--- config.mk ---
export PLATFORM = sky130hd
export DESIGN_NAME = mecanum_command_parser_mixer
export DESIGN_NICKNAME = d
export VERILOG_FILES = /design/src/rtl/mcpm_pkg.sv /design/src/rtl/mcpm_parser.sv /design/src/rtl/mcpm_mixer.sv /design/src/rtl/mecanum_command_parser_mixer.sv
export VERILOG_INCLUDE_DIRS = /design/src /design/src/rtl
export SDC_FILE = /design/constraint.sdc
export NUM_CORES = 1
export LEC_CHECK = 0
export BUFFER_PORTS_ARGS = -buffer_cell sky130_fd_sc_hd__buf_4
export CORE_ASPECT_RATIO = 0.75
export CORE_MARGIN = 2
export CORE_UTILIZATION = 40
export DETAILED_ROUTE_END_ITERATION = 8
export GPL_ROUTABILITY_DRIVEN = 0
export PLACE_DENSITY_LB_ADDON = 0.2
export RECOVER_POWER = 25
export SLEW_MARGIN = 20
export SYNTH_ARGS = -nofsm -noshare
export SYNTH_HDL_FRONTEND = slang
export SYNTH_SLANG_ARGS = --single-unit
--- constraint.sdc ---
create_clock -name clk -period 9.69 [get_ports clk]
set_input_delay 0.4845 -clock clk [delete_from_list [all_inputs] [get_ports clk]]
set_output_delay 0.4845 -clock clk [all_outputs]
set_load 0.01 [all_outputs]
--- src/rtl/mecanum_command_parser_mixer_macros.svh ---
// Assertion macros shared by the mecanum command parser and mixer RTL.
`ifndef MECANUM_COMMAND_PARSER_MIXER_MACROS_SVH
`define MECANUM_COMMAND_PARSER_MIXER_MACROS_SVH

// Same-cycle implication, disabled while reset is asserted.
`define MCPM_ASSERT_SAME(lbl, clk, rst_n, ante, cons, msg) \
  lbl: assert property (@(posedge clk) disable iff (!rst_n) (ante) |-> (cons)) \
    else $error(msg);

// Next-cycle implication, disabled while reset is asserted.
`define MCPM_ASSERT_NEXT(lbl, clk, rst_n, ante, cons, msg) \
  lbl: assert property (@(posedge clk) disable iff (!rst_n) (ante) |=> (cons)) \
    else $error(msg);

`endif

--- src/rtl/mcpm_pkg.sv ---
// Shared constants and types for the mecanum command parser and mixer.
`timescale 1ns / 1ps

package mcpm_pkg;

  localparam int CMD_W       = 16;            // stored joystick command width
  localparam int CTR_W       = 18;            // centred command width
  localparam int MIX_W       = 20;            // mixed wheel sum width
  localparam int SPEED_W     = 8;
  localparam int IN_TDATA_W  = 8;
  localparam int OUT_TDATA_W = 40;

  // received characters
  localparam logic [7:0] CHAR_X     = 8'h78;
  localparam logic [7:0] CHAR_Y     = 8'h79;
  localparam logic [7:0] CHAR_W     = 8'h77;
  localparam logic [7:0] CHAR_B     = 8'h62;
  localparam logic [7:0] CHAR_V     = 8'h76;
  localparam logic [7:0] CHAR_TAB   = 8'h09;
  localparam logic [7:0] CHAR_PLUS  = 8'h2B;
  localparam logic [7:0] CHAR_MINUS = 8'h2D;
  localparam logic [7:0] CHAR_ZERO  = 8'h30;
  localparam logic [7:0] CHAR_NINE  = 8'h39;
  localparam logic [7:0] CHAR_SPACE = 8'h20;
  localparam logic [7:0] CHAR_LF    = 8'h0A;
  localparam logic [7:0] CHAR_CR    = 8'h0D;

  localparam logic signed [CMD_W-1:0] CMD_CENTRE = 16'sd128;

  // values that follow the b command
  localparam logic signed [CMD_W-1:0] AUX_SET_A = 16'sd1;
  localparam logic signed [CMD_W-1:0] AUX_SET_B = 16'sd2;
  localparam logic signed [CMD_W-1:0] AUX_CLR_A = 16'sd3;
  localparam logic signed [CMD_W-1:0] AUX_CLR_B = 16'sd4;

  typedef struct packed {
    logic ld_ctr;   // sample the commands into the centring stage
    logic ld_out;   // load the result register
  } pipe_ctrl_t;

  typedef struct packed {
    logic [SPEED_W-1:0] speed;
    logic               fwd;
  } wheel_t;

  // packed so that wheel one sits in the lowest bits
  typedef struct packed {
    logic   aux_b;
    logic   aux_a;
    wheel_t w4;
    wheel_t w3;
    wheel_t w2;
    wheel_t w1;
  } result_t;

endpackage

--- src/rtl/mcpm_parser.sv ---
// Command byte parser: number accumulation, command registers and aux levels.
`timescale 1ns / 1ps

module mcpm_parser (
  input  logic                                clk,
  input  logic                                rst_n,
  input  logic                                step,
  input  logic [7:0]                          rx_byte,
  output logic signed [mcpm_pkg::CMD_W-1:0]   lateral,
  output logic signed [mcpm_pkg::CMD_W-1:0]   forward,
  output logic signed [mcpm_pkg::CMD_W-1:0]   turn,
  output logic                                aux_a,
  output logic                                aux_b
);
  import mcpm_pkg::*;

  localparam int MAG_W = 15;
  localparam int ACC_W = MAG_W + 4;
  localparam logic [MAG_W-1:0] MAG_LIMIT = 15'd32767;

  typedef enum logic [3:0] {
    PH_START  = 4'b0001,
    PH_SIGN   = 4'b0010,
    PH_DIGITS = 4'b0100,
    PH_STOP   = 4'b1000
  } phase_t;

  logic                    receiving_r, receiving_nxt;
  phase_t                  phase_r, phase_nxt;
  logic                    negative_r, negative_nxt;
  logic [MAG_W-1:0]        mag_r, mag_nxt;
  logic signed [CMD_W-1:0] lateral_r, lateral_nxt;
  logic signed [CMD_W-1:0] forward_r, forward_nxt;
  logic signed [CMD_W-1:0] turn_r, turn_nxt;
  logic                    aux_a_r, aux_a_nxt;
  logic                    aux_b_r, aux_b_nxt;

  logic                    is_digit, is_cmd, is_space;
  logic [3:0]              digit_val;
  logic [ACC_W-1:0]        mag_acc;
  logic [MAG_W-1:0]        mag_sat;
  logic signed [CMD_W-1:0] value;

  assign is_digit  = rx_byte inside {[CHAR_ZERO:CHAR_NINE]};
  assign is_cmd    = rx_byte inside {CHAR_X, CHAR_Y, CHAR_W, CHAR_B, CHAR_V, CHAR_TAB};
  assign is_space  = rx_byte inside {CHAR_SPACE, [CHAR_LF:CHAR_CR]};
  assign digit_val = rx_byte[3:0];

  // magnitude*10 + digit, saturated
  assign mag_acc = ({4'b0, mag_r} * ACC_W'(10)) + ACC_W'(digit_val);
  assign mag_sat = (mag_acc > ACC_W'(MAG_LIMIT)) ? MAG_LIMIT : mag_acc[MAG_W-1:0];

  assign value = negative_r ? -$signed({1'b0, mag_r}) : $signed({1'b0, mag_r});

  always_comb begin
    receiving_nxt = receiving_r;
    phase_nxt     = phase_r;
    negative_nxt  = negative_r;
    mag_nxt       = mag_r;
    lateral_nxt   = lateral_r;
    forward_nxt   = forward_r;
    turn_nxt      = turn_r;
    aux_a_nxt     = aux_a_r;
    aux_b_nxt     = aux_b_r;
    if (step) begin
      if (!is_cmd) begin
        receiving_nxt = 1'b1;
        case (phase_r)
          PH_START: begin
            if (is_space) begin
              phase_nxt = PH_START;
            end else if (rx_byte == CHAR_PLUS || rx_byte == CHAR_MINUS) begin
              negative_nxt = (rx_byte == CHAR_MINUS);
              phase_nxt    = PH_SIGN;
            end else if (is_digit) begin
              mag_nxt   = MAG_W'(digit_val);
              phase_nxt = PH_DIGITS;
            end else begin
              phase_nxt = PH_STOP;
            end
          end
          PH_SIGN, PH_DIGITS: begin
            if (is_digit) begin
              mag_nxt   = mag_sat;
              phase_nxt = PH_DIGITS;
            end else begin
              phase_nxt = PH_STOP;
            end
          end
          default: begin
            phase_nxt = PH_STOP;
          end
        endcase
      end else if (receiving_r) begin
        case (rx_byte)
          CHAR_X: lateral_nxt = value;
          CHAR_Y: forward_nxt = value;
          CHAR_W: turn_nxt    = value;
          CHAR_B: begin
            if (value == AUX_SET_A) begin
              aux_a_nxt = 1'b1;
            end else if (value == AUX_SET_B) begin
              aux_b_nxt = 1'b1;
            end else if (value == AUX_CLR_A) begin
              aux_a_nxt = 1'b0;
            end else if (value == AUX_CLR_B) begin
              aux_b_nxt = 1'b0;
            end
          end
          CHAR_TAB: receiving_nxt = 1'b0;
          default: ;
        endcase
        phase_nxt    = PH_START;
        negative_nxt = 1'b0;
        mag_nxt      = '0;
      end
    end
  end

  always_ff @(posedge clk) begin
    if (!rst_n) begin
      receiving_r <= 1'b0;
      phase_r     <= PH_START;
      negative_r  <= 1'b0;
      mag_r       <= '0;
      lateral_r   <= CMD_CENTRE;
      forward_r   <= CMD_CENTRE;
      turn_r      <= CMD_CENTRE;
      aux_a_r     <= 1'b0;
      aux_b_r     <= 1'b0;
    end else begin
      receiving_r <= receiving_nxt;
      phase_r     <= phase_nxt;
      negative_r  <= negative_nxt;
      mag_r       <= mag_nxt;
      lateral_r   <= lateral_nxt;
      forward_r   <= forward_nxt;
      turn_r      <= turn_nxt;
      aux_a_r     <= aux_a_nxt;
      aux_b_r     <= aux_b_nxt;
    end
  end

  assign lateral = lateral_r;
  assign forward = forward_r;
  assign turn    = turn_r;
  assign aux_a   = aux_a_r;
  assign aux_b   = aux_b_r;

endmodule

--- src/rtl/mcpm_mixer.sv ---
// Joystick centring stage, mecanum mix, clamp and result register.
`timescale 1ns / 1ps

module mcpm_mixer (
  input  logic                               clk,
  input  mcpm_pkg::pipe_ctrl_t               ctrl,
  input  logic signed [mcpm_pkg::CMD_W-1:0]  lateral,
  input  logic signed [mcpm_pkg::CMD_W-1:0]  forward,
  input  logic signed [mcpm_pkg::CMD_W-1:0]  turn,
  input  logic                               aux_a,
  input  logic                               aux_b,
  output mcpm_pkg::result_t                  result
);
  import mcpm_pkg::*;

  // d/127 as (d * RECIP_127) >> RECIP_SHIFT, exact for d below 2^15
  localparam int RECIP_W     = 24;
  localparam int RECIP_SHIFT = 30;
  localparam int PROD_W      = CMD_W + RECIP_W;
  localparam int Q_W         = PROD_W - RECIP_SHIFT;
  localparam logic [RECIP_W-1:0] RECIP_127 = 24'd8454661;
  localparam logic signed [MIX_W-1:0] WHEEL_MAX = 20'sd255;

  // Above centre: 2d + d/127. Below centre: -(2e - ceil(e/128)).
  function automatic logic signed [CTR_W-1:0] centre_value(
    input logic signed [CMD_W-1:0] cmd
  );
    logic signed [CMD_W:0] d;
    logic signed [CMD_W:0] nd;
    logic [CMD_W-1:0]      pos;
    logic [CMD_W-1:0]      neg;
    logic [PROD_W-1:0]     prod;
    logic [Q_W-1:0]        q;
    logic [CMD_W-1:0]      up;
    logic [CTR_W-1:0]      mag;
    d    = {cmd[CMD_W-1], cmd} - {CMD_CENTRE[CMD_W-1], CMD_CENTRE};
    nd   = -d;
    pos  = d[CMD_W-1:0];
    neg  = nd[CMD_W-1:0];
    prod = PROD_W'(pos) * PROD_W'(RECIP_127);
    q    = prod[RECIP_SHIFT +: Q_W];
    up   = (neg + CMD_W'(127)) >> 7;
    if (d == '0) begin
      centre_value = '0;
    end else if (d > 0) begin
      mag          = {1'b0, pos, 1'b0} + CTR_W'(q);
      centre_value = $signed(mag);
    end else begin
      mag          = {1'b0, neg, 1'b0} - CTR_W'(up);
      centre_value = -$signed(mag);
    end
  endfunction

  function automatic wheel_t put_wheel(input logic signed [MIX_W-1:0] v);
    logic signed [MIX_W-1:0] c;
    logic signed [MIX_W-1:0] m;
    wheel_t                  w;
    if (v > WHEEL_MAX) begin
      c = WHEEL_MAX;
    end else if (v < -WHEEL_MAX) begin
      c = -WHEEL_MAX;
    end else begin
      c = v;
    end
    m       = (c < 0) ? -c : c;
    w.fwd   = (c > 0);
    w.speed = m[SPEED_W-1:0];
    put_wheel = w;
  endfunction

  logic signed [CTR_W-1:0] vx_r, vy_r, tw_r;
  logic                    aux_a_r, aux_b_r;
  logic signed [MIX_W-1:0] vx, vy, tw;
  result_t                 result_r, result_nxt;

  always_ff @(posedge clk) begin
    if (ctrl.ld_ctr) begin
      vx_r    <= centre_value(lateral);
      vy_r    <= centre_value(forward);
      tw_r    <= centre_value(turn);
      aux_a_r <= aux_a;
      aux_b_r <= aux_b;
    end
  end

  assign vx = MIX_W'(vx_r);
  assign vy = MIX_W'(vy_r);
  assign tw = MIX_W'(tw_r);

  always_comb begin
    result_nxt.w1    = put_wheel(vy - vx - tw);
    result_nxt.w2    = put_wheel(vy + vx + tw);
    result_nxt.w3    = put_wheel(vy - vx + tw);
    result_nxt.w4    = put_wheel(vy + vx - tw);
    result_nxt.aux_a = aux_a_r;
    result_nxt.aux_b = aux_b_r;
  end

  always_ff @(posedge clk) begin
    if (ctrl.ld_out) begin
      result_r <= result_nxt;
    end
  end

  assign result = result_r;

endmodule

--- src/rtl/mecanum_command_parser_mixer.sv ---
// Top level of the mecanum command parser and wheel mixer.
`timescale 1ns / 1ps
`include "mecanum_command_parser_mixer_macros.svh"

// Usage:
//   in_*  : one received byte per transfer (command letter, tab or number text).
//   out_* : one wheel result per input byte: direction and speed for four wheels
//           plus the two auxiliary levels, reflecting state after that byte.
// Pipeline of four registered stages, each with its own valid bit:
//   byte register -> parser state update -> centring (one constant multiply
//   per axis) -> mix, clamp and result register.
// Throughput: one byte per cycle while out_tready stays high; the parser
// state update is the only loop.
// Stall: each stage advances when the stage after it is empty or moving, so
// the block keeps taking bytes into empty stages while a result waits on
// out_tready; once all four stages are full, in_tready drops.
// Reset: rst_n low clears all valid bits and the parser state; commands come
// back at centre (128), so the first result shows all wheels stopped.
module mecanum_command_parser_mixer (
  input  logic                                clk,
  input  logic                                rst_n,
  input  logic                                in_tvalid,
  output logic                                in_tready,
  input  logic [mcpm_pkg::IN_TDATA_W-1:0]     in_tdata,   // [7:0] rx_byte
  output logic                                out_tvalid,
  input  logic                                out_tready,
  // [0] wheel1_forward, [8:1] wheel1_speed, [9] wheel2_forward,
  // [17:10] wheel2_speed, [18] wheel3_forward, [26:19] wheel3_speed,
  // [27] wheel4_forward, [35:28] wheel4_speed, [36] aux_out_a,
  // [37] aux_out_b, [39:38] zero
  output logic [mcpm_pkg::OUT_TDATA_W-1:0]    out_tdata
);
  import mcpm_pkg::*;

  logic                    v0_r, v1_r, v2_r, v3_r;
  logic [IN_TDATA_W-1:0]   byte_r;
  logic                    rdy0, rdy1, rdy2, rdy3;
  logic                    accept, step, move12, move23;
  pipe_ctrl_t              ctrl;
  logic signed [CMD_W-1:0] lateral, forward, turn;
  logic                    aux_a, aux_b;
  result_t                 result;

  // Each stage frees up when empty or when it hands its item on.
  assign rdy3   = !v3_r || out_tready;
  assign rdy2   = !v2_r || rdy3;
  assign rdy1   = !v1_r || rdy2;
  assign rdy0   = !v0_r || rdy1;
  assign move23 = v2_r && rdy3;
  assign move12 = v1_r && rdy2;
  assign step   = v0_r && rdy1;
  assign accept = in_tvalid && rdy0;

  assign in_tready = rdy0;

  always_ff @(posedge clk) begin
    if (!rst_n) begin
      v0_r <= 1'b0;
      v1_r <= 1'b0;
      v2_r <= 1'b0;
      v3_r <= 1'b0;
    end else begin
      if (rdy0) v0_r <= in_tvalid;
      if (rdy1) v1_r <= v0_r;
      if (rdy2) v2_r <= v1_r;
      if (rdy3) v3_r <= v2_r;
    end
  end

  // Hold the byte until the parser takes it.
  always_ff @(posedge clk) begin
    if (accept) begin
      byte_r <= in_tdata;
    end
  end

  mcpm_parser u_parser (
    .clk     (clk),
    .rst_n   (rst_n),
    .step    (step),
    .rx_byte (byte_r),
    .lateral (lateral),
    .forward (forward),
    .turn    (turn),
    .aux_a   (aux_a),
    .aux_b   (aux_b)
  );

  assign ctrl.ld_ctr = move12;
  assign ctrl.ld_out = move23;

  mcpm_mixer u_mixer (
    .clk     (clk),
    .ctrl    (ctrl),
    .lateral (lateral),
    .forward (forward),
    .turn    (turn),
    .aux_a   (aux_a),
    .aux_b   (aux_b),
    .result  (result)
  );

  assign out_tvalid = v3_r;
  assign out_tdata  = {(OUT_TDATA_W - $bits(result_t))'(0), result};

  // Parser state moves only when a byte steps into it.
  `MCPM_ASSERT_NEXT(a_state_hold, clk, rst_n, !step, $stable(lateral) && $stable(forward) && $stable(turn) && $stable(aux_a) && $stable(aux_b), "parser state changed without a byte")
  // A blocked state stage keeps its item.
  `MCPM_ASSERT_NEXT(a_stage1_hold, clk, rst_n, v1_r && !rdy2, v1_r, "state stage lost its item while stalled")
  // A wheel marked forward always has a nonzero speed.
  `MCPM_ASSERT_SAME(a_fwd_speed, clk, rst_n, out_tvalid && (result.w1.fwd || result.w2.fwd || result.w3.fwd || result.w4.fwd), (!result.w1.fwd || result.w1.speed != '0) && (!result.w2.fwd || result.w2.speed != '0) && (!result.w3.fwd || result.w3.speed != '0) && (!result.w4.fwd || result.w4.speed != '0), "forward wheel with zero speed")

endmodule
* Word level (Yosys, flattened, before mapping)
Index checks and enable logic that the tools add are counted.
** Operators by class
- $add $sub $neg :: 30
- $mul :: 4
- $lt $le $gt $ge :: 24
- Eq/ne operators :: 24
- Muxes and demuxes :: 44
- Bitwise operators :: 1
- Reduce and logical (&&, ||, !) cells :: 34
** Operators by type and width (count)
- $mux 20 :: 8
- $mul 16x24->40 const B :: 3
- $mux 15 :: 7
- $gt 20x1->1 const B :: 4
- $gt 20x9->1 const B :: 4
- $lt 20x1->1 const B :: 4
- $lt 20x9->1 const B :: 4
- $add 17x10->18 :: 3
- $mux 18 :: 3
- $neg 18->18 :: 3
- $sub 17x9->18 :: 3
- $gt 17x1->1 const B :: 3
- $logic_not 17->1 :: 3
- $sub 16x9->17 const B :: 3
- $add 16x7->16 const B :: 3
- $neg 16->16 :: 3
- $add 19x18->20 :: 2
- $eq 8x7->1 const B :: 5
- $sub 19x18->20 :: 2
- $eq 16x3->1 const B :: 2
- $mux 8 :: 4
- $neg 8->8 :: 4
- $pmux 15 s2 :: 1
- $eq 8x6->1 const B :: 3
- other kinds (36) :: 77
** Word-level totals
- Bits in registers :: 177
- Input bits :: 12
- Output and inout bits :: 42
- Word-level logic and storage cells :: 190

* Depth between registers and ports, before layout
- Depth in word-level cells :: 7
- Depth in mapped cells :: 34
- Gate-level depth less buffers :: 33

* Hierarchy
A second synthesis with hierarchy kept.
** Second synthesis, totals
- Cells, all modules :: 3254
- Area, all modules :: 26892.0 um^2
** By module, submodules not included
- mcpm_mixer :: times used 1, cells an instance 2686, area each 22027.4 um^2, sequential area each 2822.7 um^2
- mcpm_parser :: times used 1, cells an instance 540, area each 4429.2 um^2, sequential area each 1421.4 um^2
- mecanum_command_parser_mixer :: times used 1, cells an instance 28, area each 435.4 um^2, sequential area each 320.3 um^2

* Worst setup path after synthesis
OpenSTA, ideal clock, no wires.
- Path type :: register to register
- Start :: register u_parser.lateral_r[9], in the netlist u_parser.lateral[9]
- End :: register u_mixer.vx_r[13], data pin
- Setup time :: 0.271 ns
- Arrival :: 7.340 ns
- Data required time :: 9.419 ns
- Setup slack :: 2.079 ns
- Stages on the path, launching flop included :: 32
- Buffers on the path :: 0
- Clock period less this slack :: 7.611 ns
- Cell sequence :: dfxtp_1 -> or3_1 -> or3b_2 -> xor2_1 -> clkinv_1 -> ha_1 -> ha_1 -> inv_1 -> fa_1 -> inv_1 -> ha_1 -> ha_1 -> ha_1 -> or4_1 -> a211o_1 -> a21oi_1 -> o311a_1 -> o21ai_0 -> o2111a_1 -> a221oi_1 -> xnor2_1 -> ha_1 -> fa_1 -> a21oi_1 -> o21bai_1 -> a21o_1 -> a21o_1 -> a21o_1 -> a211o_1 -> nand4_1 -> xnor2_1 -> mux2i_1
** On the way
- Word-level cells in the longest chain between the ends :: 6
- Elaborated cells on any way between the ends :: 10
- Classes of those cells :: 6 x add/sub; 1 x mul; 1 x order compare; 1 x mux; 1 x reduce/logical
** Ends and longest elaborated chain
- from (decl) :: line mcpm_parser.sv:32 : logic signed [CMD_W-1:0] lateral_r, lateral_nxt;
- from (signal assigned) :: line mcpm_parser.sv:136 : lateral_r <= lateral_nxt;
- $sub 16x9->17 * :: line mcpm_mixer.sv:36 : d = {cmd[CMD_W-1], cmd} - {CMD_CENTRE[CMD_W-1], CMD_CENTRE};
- $neg 16->16 :: line mcpm_mixer.sv:37 : nd = -d;
- $add 16x7->16 :: line mcpm_mixer.sv:42 : up = (neg + CMD_W'(127)) >> 7;
- $sub 17x9->18 :: line mcpm_mixer.sv:49 : mag = {1'b0, neg, 1'b0} - CTR_W'(up);
- $neg 18->18 :: line mcpm_mixer.sv:50 : centre_value = -$signed(mag);
- $mux 18 :: line mcpm_mixer.sv:45 : end else if (d > 0) begin
- to (signal assigned) :: line mcpm_mixer.sv:78 : vx_r <= centre_value(lateral);
- to (decl) :: line mcpm_mixer.sv:71 : logic signed [CTR_W-1:0] vx_r, vy_r, tw_r;
Mark *: on every way between the ends. The rest lies on a longest branch, timed or not.
A chain may end at the register's enable or synchronous reset.

* Worst setup path after layout
- Start :: register u_parser.lateral_r[7], in the netlist u_parser.lateral[7]
- End :: register u_mixer.vx_r[16], data pin
The elaborated chain is that of the path after synthesis.

==> out/qor.yml <==
sta:
  fin_crit_sh_pct: 88.6
  hold_viol: 0
  slew_violations: 39
  relSlewSlack_pct: -52.3
  max_slew.worst_pin.slew_ps: 2280
  period_minus_slack_ps: 8580
  clock.fmax_mhz: 117
  fin_tns_setup_ps: 0
  rsz0062_at_grt: "false"
  fin_worst_skew_ps: 16.3
  setup_viol: 0
final_layout:
  final_area_mm2: 0.0283
  n_antenna_cell: 0
  layout_common_cells: "524 x ha_1, 298 x inv_1, 276 x nor2_1"
  mostFrequentLayoutCell: "ha_1"
  nNetsFinal: 3807
  drive_above_1_share_pct: 3.93
  syn_to_final_growth_pct: 7.01
route:
  dr.pass1.iters: 6
  route.detailed.drc: 0
  wl_mm: 71.5
  antenna_left: 0
  vias: 22700
  vias_per_cell: 5.54
  first_iter_violations: 1657
  wl_per_cell_um: 17.4
cts:
  htreeDepth: 4
  cts_root_buf: "clkbuf_16"
  cts.sinks: 177
  cts_tree: "built"
  clock_path_buffers: 2
  cts_setup_buffers: 0
  hold_buffers: 0
  worstSkewPairLatency_ps: 490
  cts.repair.resized: 0
  clk_pin_slew_ps: 80
  cts_inserted_buffers: 17
die:
  die_w_um: 301
  num_rows: 81
  fp.dieH_um: 227
  start_util_pct: 40.5
  core-area_mm2: 0.0654
  ios: 54
  dieArea_mm2: 0.0683
yosys:
  synthArstFlopShare_pct: 0
  synthFlopType: "edfxtp_1"
  ys_seq_area_share_pct: 17.2
  syn_area_per_cell_um2: 8.28
  ys_ff_latch: 177
  synth_enable_flop_cells: 102
  synth.yosys.warnings: 0
  synthCells: 3200
  syn_area_mm2: 0.0265
  synth_cell_types: 93
grt:
  grt_max_degree: 57
  grt-ovfl-total: 0
  grt_pass1_vias: 21000
  gr-usage-all-layers_pct: 21.2
  antenna_found_initial: 0
  grt_pass1_wl_mm: 116
place:
  dp_hpwl_mm: 58.7
  place_area_mm2: 0.0279
  port_buffers: 51
critical_path:
  start_kind: "flip-flop"
  criticalPathCategory: "reg -> reg"
  cp_data_required_time_ps: 9910
  crit_family: "compound AO/OA/AOI/OAI gates"
  cp_slowest_cell: "o31ai_1"
  crit_buf_inv: 2
  cp_max_fo: 9
  cp_common_cell: "ha_1"
  worstPathArrival_ps: 8800
  slowest_delay_ps: 500
  endpoint_kind: "flip-flop"
run_status:
  violations: "capacitance limit, slew limit"
  outcome: "finished with violations"
power:
  power_density_mw_per_mm2: 74.8
  peakVddDrop_mv: 0.160
  total_leakage_power_nw: 13.7
flow_run:
  maxCapViolations: 1
hold_path:
  hold_class: "in -> reg"
-- state kept, by name (all words and copies together) (netlist names), 4 cells and up --
signal,cells
u_mixer.result,38
u_mixer.tw_r,18
u_mixer.vx_r,18
u_mixer.vy_r,18
u_parser.forward,16
u_parser.lateral,16
u_parser.turn,16
u_parser.mag_r,15
byte_r,8
u_parser.phase_r,4
-- routing by layer --
metal,track usage (%),wire (µm)
met1,32.9,38400
met2,31.2,28900
met4,4.17,938
met5,0,0
met3,2.42,3320
-- path summary, 6_finish.rpt --
check / startpoint / end / depth (start not counted) / slack [ps]
hold reg to reg: u_parser.aux_a / u_mixer.aux_a_r / 0 / 430
hold / removal: in_tdata[3] / byte_r[3] / 1 / 190
setup / recovery: u_parser.lateral[7] / u_mixer.vx_r[16] / 31 / 1110
setup reg to reg: u_parser.lateral[7] / u_mixer.vx_r[16] / 31 / 1110
-- stage by stage --
| stage | hold WS (ps) | worst slack, ps | util (%) | power [W] | std cells |
|---|---|---|---|---|---|
| 2_1_floorplan | 400 | 2080 | - | 0.00128 | 3201 |
| 3_3_place_gp | 416 | 1390 | 42.6 | 0.00141 | 4067 |
| 3_5_place_dp | 417 | 1170 | 42.6 | 0.00141 | 4067 |
| 4_1_cts | 133 | 1140 | 43.6 | 0.00213 | 4099 |
| 5_1_grt | 156 | 488 | 43.3 | 0.00223 | 4099 |
| 6_report | 187 | 1110 | 43.3 | 0.00212 | 4099 |
-- cell type report --
class / instances / area, µm²
clock buffers: 17 / 425
multi-input cells: 2637 / 20500
clock inverters: 15 / 185
inverters: 302 / 1130
repair buffers: 80 / 450
flip-flops and latches: 177 / 4560
well taps: 871 / 1090
fillers: 6609 / 37000
-- kinds of logic (layout without fill, tap and decap cells) --
group	count (synthesis)	after routing	synth area share (%)
xor gates and xnor gates	294	294	9.72
AOI/OAI and AO/OA	767	767	19.2
and+or+nand+nor	974	974	18.6
buffers and inverters	387	414	5.57
adders and majority gates	580	580	29.0
other	1	2	0.0142
DFF	177	177	17.2
muxes	20	20	0.761
-- report_power, final --
group          switching, W  total, W  internal [W]
registers         0.0000154  0.000826      0.000811
clock network      0.000373  0.000724      0.000351
logic              0.000349  0.000569      0.000220
total              0.000737   0.00212       0.00138
-- Yosys cell counts, drive strengths merged (14+ instances only) --
| master | n | share of area, % |
|---|---|---|
| nor4 | 31 | 0.78 |
| nand2 | 174 | 2.5 |
| or2 | 20 | 0.47 |
| o21bai | 23 | 0.65 |
| nor2b | 50 | 1.2 |
| o211ai | 19 | 0.54 |
| edfxtp | 102 | 12 |
| o31ai | 24 | 0.70 |
| a2111oi | 14 | 0.56 |
| nor2 | 277 | 3.9 |
| o21ai | 152 | 2.9 |
| a21o | 62 | 1.8 |
| ha | 524 | 25 |
| or3 | 36 | 0.85 |
| nor3 | 113 | 2.2 |
| mux2i | 19 | 0.72 |
| o21a | 34 | 0.96 |
| a21oi | 201 | 3.8 |
| nand4 | 36 | 0.85 |
| nand3b | 16 | 0.45 |
| and2 | 16 | 0.38 |
| a31oi | 29 | 0.69 |
| inv | 298 | 4.2 |
| fa | 56 | 4.2 |
| nand2b | 34 | 0.80 |
| xor2 | 94 | 3.1 |
| and3 | 28 | 0.66 |
| dfxtp | 75 | 5.7 |
| xnor2 | 200 | 6.6 |
| nand3 | 76 | 1.4 |
| clkbuf | 75 | 1.1 |
| nor3b | 15 | 0.43 |
| a211oi | 69 | 2.0 |
Power figures use the tool's default switching activity.
